[config.mk]
export PLATFORM = sky130hd
export DESIGN_NAME = avb_post
export DESIGN_NICKNAME = d
export VERILOG_FILES = /design/src/design/avb_pkg.sv /design/src/design/avb_post.sv
export SDC_FILE = /design/constraint.sdc
export NUM_CORES = 1
export LEC_CHECK = 0
export ABC_AREA = 1
export BUFFER_PORTS_ARGS = -buffer_cell sky130_fd_sc_hd__buf_2
export CORE_ASPECT_RATIO = 1.75
export CORE_UTILIZATION = 24
export DETAILED_ROUTE_END_ITERATION = 8
export GPL_TIMING_DRIVEN = 0
export SLEW_MARGIN = 30
export SYNTH_ARGS = -nofsm -noshare
export SYNTH_HDL_FRONTEND = slang
export SYNTH_SLANG_ARGS = --single-unit
[constraint.sdc]
create_clock -name clk -period 3.8 [get_ports clk]
set_input_delay 0.95 -clock clk [delete_from_list [all_inputs] [get_ports clk]]
set_output_delay 0.95 -clock clk [all_outputs]
set_load 0.02 [all_outputs]
[src/design/avb_pkg.sv]
// ---------------------------------------------------------------------------
// Angle between vectors package
// Shared types and constants for the CORDIC angle-between-vectors pipeline.
// ---------------------------------------------------------------------------
package avb_pkg;

  localparam int CORDIC_STAGES  = 16;
  localparam int ATAN_TABLE_LEN = 24;
  localparam int CORDIC_DEPTH   = (CORDIC_STAGES < ATAN_TABLE_LEN) ?
                                  CORDIC_STAGES : ATAN_TABLE_LEN;
  localparam int STAGE_W        = $clog2(ATAN_TABLE_LEN);

  // Datapath width of the rotated vector: components enter as value << 16
  // and grow by the CORDIC gain times sqrt(2).
  localparam int VEC_W = 36;

  localparam logic [31:0] HALF_TURN   = 32'h8000_0000;
  localparam logic [16:0] ANGLE_SCALE = 17'd92160;   // 360 * 256
  localparam logic [31:0] ROUND_HALF  = 32'h8000_0000;

  localparam logic [31:0] MIN_LEN_SQ_RESET = 32'd1;

  // Register index decoded from paddr[2].
  localparam logic REG_MIN_LEN_SQ = 1'b0;

  localparam logic [31:0] ATAN_TURNS [ATAN_TABLE_LEN] = '{
    32'h20000000, 32'h12E4051E, 32'h09FB385B, 32'h051111D4,
    32'h028B0D43, 32'h0145D7E1, 32'h00A2F61E, 32'h00517C55,
    32'h0028BE53, 32'h00145F2F, 32'h000A2F98, 32'h000517CC,
    32'h00028BE6, 32'h000145F3, 32'h0000A2FA, 32'h0000517D,
    32'h000028BE, 32'h0000145F, 32'h00000A30, 32'h00000518,
    32'h0000028C, 32'h00000146, 32'h000000A3, 32'h00000051
  };

  typedef struct packed {
    logic signed [15:0] first_x;
    logic signed [15:0] first_y;
    logic signed [15:0] second_x;
    logic signed [15:0] second_y;
  } vec_pair_t;

  typedef struct packed {
    logic [15:0] angle_degrees;
    logic        degenerate;
  } angle_result_t;

  // One vector in flight through the CORDIC chain.
  typedef struct packed {
    logic signed [VEC_W-1:0] x;
    logic signed [VEC_W-1:0] y;
    logic [31:0]             z;
    logic                    zero;
  } cordic_vec_t;

  typedef struct packed {
    cordic_vec_t a;
    cordic_vec_t b;
    logic        degenerate;
  } cordic_item_t;

endpackage

[src/design/avb_post.sv]
// ---------------------------------------------------------------------------
// Angle output stage
// Direction difference, fold into a half turn and scaling to Q.8 degrees.
// ---------------------------------------------------------------------------
module avb_post (
  input  logic                    clk,
  input  logic                    rst,
  input  logic                    up_valid,
  output logic                    up_ready,
  input  avb_pkg::cordic_item_t   up_data,
  output logic                    down_valid,
  input  logic                    down_ready,
  output avb_pkg::angle_result_t  down_data
);
  import avb_pkg::*;

  logic          s1_valid;
  logic          s1_ready;
  logic [31:0]   s1_diff;
  logic          s1_degenerate;

  logic          s2_valid;
  logic          s2_ready;
  angle_result_t s2_data;

  logic [31:0]   dir_a;
  logic [31:0]   dir_b;
  logic [31:0]   diff;
  logic [31:0]   diff_next;
  logic [48:0]   scaled;

  // A zero vector has direction 0 by definition.
  assign dir_a     = up_data.a.zero ? 32'h0 : up_data.a.z;
  assign dir_b     = up_data.b.zero ? 32'h0 : up_data.b.z;
  assign diff      = dir_a - dir_b;
  assign diff_next = (diff > HALF_TURN) ? (32'h0 - diff) : diff;

  assign scaled = 49'(s1_diff) * 49'(ANGLE_SCALE) + 49'(ROUND_HALF);

  assign s2_ready = !s2_valid || down_ready;
  assign s1_ready = !s1_valid || s2_ready;
  assign up_ready = s1_ready;

  always_ff @(posedge clk) begin
    if (rst) begin
      s1_valid <= 1'b0;
      s2_valid <= 1'b0;
    end else begin
      if (s1_ready) begin
        s1_valid <= up_valid;
      end
      if (s2_ready) begin
        s2_valid <= s1_valid;
      end
    end
  end

  always_ff @(posedge clk) begin
    if (s1_ready && up_valid) begin
      s1_diff       <= diff_next;
      s1_degenerate <= up_data.degenerate;
    end
    if (s2_ready && s1_valid) begin
      s2_data.angle_degrees <= s1_degenerate ? 16'h0 : scaled[47:32];
      s2_data.degenerate    <= s1_degenerate;
    end
  end

  assign down_valid = s2_valid;
  assign down_data  = s2_data;

endmodule

==> key figures <==
Worst setup path
  – CP Launch Type: flip-flop
  – Worst stage delay on the critical path: 560 ps
  – Most used cell, CP: nand2_1
  – Critical path type: flip-flop to flip-flop
  – Worst r2r src: s1_diff[14]
  – Worst-path cell chain: ha_4, xor2_1, ha_1, inv_1, fa_1, inv_2, ha_4, nand2_4, buf_4, nor2_4, nand2_1, nor2_1, nand2_1, nand4_1, nand2_2, nor2_4, nand3_2, nor2_4, and2_1, nand2_1, nand2_1, nor2_1
  – Setup slack, reg-to-reg: -260 ps
  – Slowest CP cell: fa_1
  – R2R depth: 22
  – Crit path required time: 3870 ps
  – Crit path capture type: flip-flop
  – Critical path peak fanout: 4
  – Critical R2R Capture: down_data[11]
  – Critical Path AT: 4130 ps

Placed design
  – Place WS: -1070 ps
  – PortBufs: 89
  – RePlAce Congestion: 0.906
  – Post-DP HPWL: 28400 um

CTS
  – Clock tree buffer depth: 2
  – Clk_lat worst skew: 320 ps
  – H-tree Lvls: 2
  – Clock slew at reported path FFs: 80 ps
  – CTS Root Buffer Type: clkbuf_16
  – Clk sinks: 52
  – TritonCTS buffer count: 5
  – CTS tree: yes
  – CTS Hold Buffers Added: 0

Layout
  – Ant diodes: 0
  – Filler instances: 4961
  – Commonest non-fill, non-tap cell in the layout: nand2_1
  – Commonest non-fill, non-tap cells in the layout: nand2_1, inv_1, nand2_2
  – Final net count: 2434
  – Util after Layout: 33.7%
  – Layout cell share with drive strength beyond 1: 32.4%
  – Synthesis-to-finish area growth: 38.4%

Die
  – Die height: 288 um
  – # IOs: 234
  – FP Rows: 104
  – Initial Utilization: 24.3%
  – Die ar.: 47600 um^2
  – Die Wd: 165 um
  – Core area: 46100 um^2

STA
  – RSZ-0062 raised after global routing: true
  – # setup viols final: 14
  – Crit share post-route: 107%
  – Worst Max-Slew Pin Slew: 752 ps
  – Slew Viols, Final: 0
  – Slew margin rel.: 49.8%
  – Skew final: 10.7 ps
  – Hold slack: 501 ps
  – Tmin final: 4060 ps
  – Fmax: 246 MHz
  – Final worst setup slack: -263 ps
  – Hold Vio Cnt, Final: 0

Min path
  – Hold path endpoint: down_data[0]
  – Class of the worst hold path: flip-flop to flip-flop
  – Hold path cells: 0
  – Hold Startpoint: s1_degenerate

Logic synthesis
  – Sequential area share after synthesis: 13.7%
  – Mean area per synthesized cell: 6.00 um^2
  – Netlist Area Pre-Place: 11200 um^2
  – Cells after synthesis: 1869
  – Flops & latches, synth: 52
  – Ys Warns: 0
  – Synth Net Count: 2246
  – Yosys cell types: 41

Job
  – Max Cap Viol: 0

Drt
  – WL/cell: 13.5 um
  – DRC: 10
  – Vias: 11800
  – Vias per inst: 4.46
  – Post-DRT Antenna Nets: 0
  – Drt total wl: 35600 um
  – TritonRoute pass-1 iters: 6
  – First DRT Iteration DRCs: 525

Global routing
  – GRT Residual Overflow: 0
  – Vias in the first global route: 11500
  – GRT Total Usage: 14.7%
  – First-pass GRT wire length: 54400 um
  – Largest net degree at the start of global routing: 34
  – Initial antenna violation count: 0

Status
  – Status: complete, but fails checks
  – Violated checks: design-rule violations, negative setup slack
-- registers in the layout, indices dropped and copies added, names as in the netlist --
signal,flops
s1_diff,32
s1_valid,1
down_data,17
down_valid,1
s1_degenerate,1
-- synth_stat cells --
master | number | area share (%)
nor2_2 | 13 | 0.73
xnor2_1 | 12 | 0.94
a21oi_1 | 60 | 2.7
fa_1 | 36 | 6.4
ha_1 | 126 | 14
nand2_4 | 4 | 0.40
dfxtp_1 | 2 | 0.36
a21oi_2 | 6 | 0.47
nor2_4 | 9 | 0.90
nand2_1 | 628 | 21
buf_6 | 3 | 0.30
o211ai_1 | 1 | 0.067
and2_1 | 5 | 0.28
and2_2 | 1 | 0.067
clkbuf_1 | 7 | 0.23
xor2_1 | 39 | 3.0
inv_1 | 391 | 13
nand4_1 | 28 | 1.6
nor3_1 | 15 | 0.67
o21ai_1 | 1 | 0.045
nand3_2 | 10 | 0.89
o21ai_2 | 14 | 1.1
clkinv_1 | 2 | 0.067
inv_2 | 15 | 0.50
nor3_2 | 2 | 0.18
edfxtp_1 | 50 | 13
clkbuf_2 | 1 | 0.045
nand3_1 | 102 | 4.6
o21a_1 | 4 | 0.27
clkinv_2 | 1 | 0.045
and2_0 | 1 | 0.056
nand3_4 | 1 | 0.16
a21boi_0 | 1 | 0.067
nand3b_1 | 5 | 0.33
nor2_1 | 192 | 6.4
a21o_1 | 13 | 0.87
nor4_1 | 2 | 0.11
o21bai_1 | 7 | 0.47
buf_8 | 1 | 0.13
nand2_2 | 35 | 2.0
o21ai_0 | 23 | 1.0
-- worst max path at each step --
stage          cells after the start       endpoint         from  slack, ps
2_1_floorplan                     26  down_data[10]   s1_diff[5]          7
3_3_place_gp                      20    s1_diff[29]   up_data[1]      -1050
3_5_place_dp                      20    s1_diff[29]   up_data[1]      -1070
4_1_cts                           21  down_data[11]   s1_diff[6]       -300
5_1_grt                           25  down_data[10]   s1_diff[6]       -460
6_report                          22  down_data[11]  s1_diff[14]       -260
-- layer usage --
metal | wire length [um] | part of all wire, % | vias up | global-route usage, %
met5 | 0 | 0 | - | 0
li1 | - | - | 6108 | -
met3 | 585 | 1.6 | 110 | 1.05
met1 | 12500 | 35 | 5300 | 13.5
met2 | 20400 | 57 | 248 | 30.2
met4 | 2150 | 6.0 | 0 | 8.66
-- stage by stage --
step,TNS [ps],instances,cell area (um^2)
after floorplan,0,1869,11300
after global placement,-35710,2541,12500
after detailed placement,-36490,2542,12500
after CTS,-2910,2593,13700
after global routing,-6320,2641,15500
final,-2420,2641,15500
-- worst max-delay path: cells and delay by family (launching register included) --
family | cells | cell delay, ps
AND/OR/NAND/NOR | 14 | 1520
flip-flops | 1 | 470
adder cells (fa/ha/maj) | 4 | 1410
XOR/XNOR | 1 | 140
buffers and inverters | 3 | 240
-- final cells by class --
cell class              count  area (um^2)  share of cell area [%]
multi-input cells        1396        10100                    65.3
inverters                 409         1550                    9.97
flip-flops and latches     52         1540                    9.93
repair buffers            182         1280                    8.27
well taps                 583          729                    4.70
plain buffers              11          135                   0.871
clock buffers               5          125                   0.806
clock inverters             3         25.0                   0.161
-- repair_timing --
action | in CTS | in global routing
buffers inserted | 43 | 44
pin swaps | 61 | 58
cloned | 0 | 5
setup endpoints to repair | 45 | 45
gates resized for setup | 171 | 324
-- logic make-up (layout without fill, tap and decap cells) --
group | Yosys count | count (layout) | share of synthesized area, %
simple gates | 1053 | 1053 | 40.3
buf+inv | 421 | 610 | 14.4
fa+ha+maj | 162 | 162 | 20.5
compound gates | 130 | 130 | 7.05
flops | 52 | 52 | 13.8
xor+xnor | 51 | 51 | 3.98
Power is not shown: default switching activity piles up to over one toggle a cycle in this logic, so the estimate is an artifact.
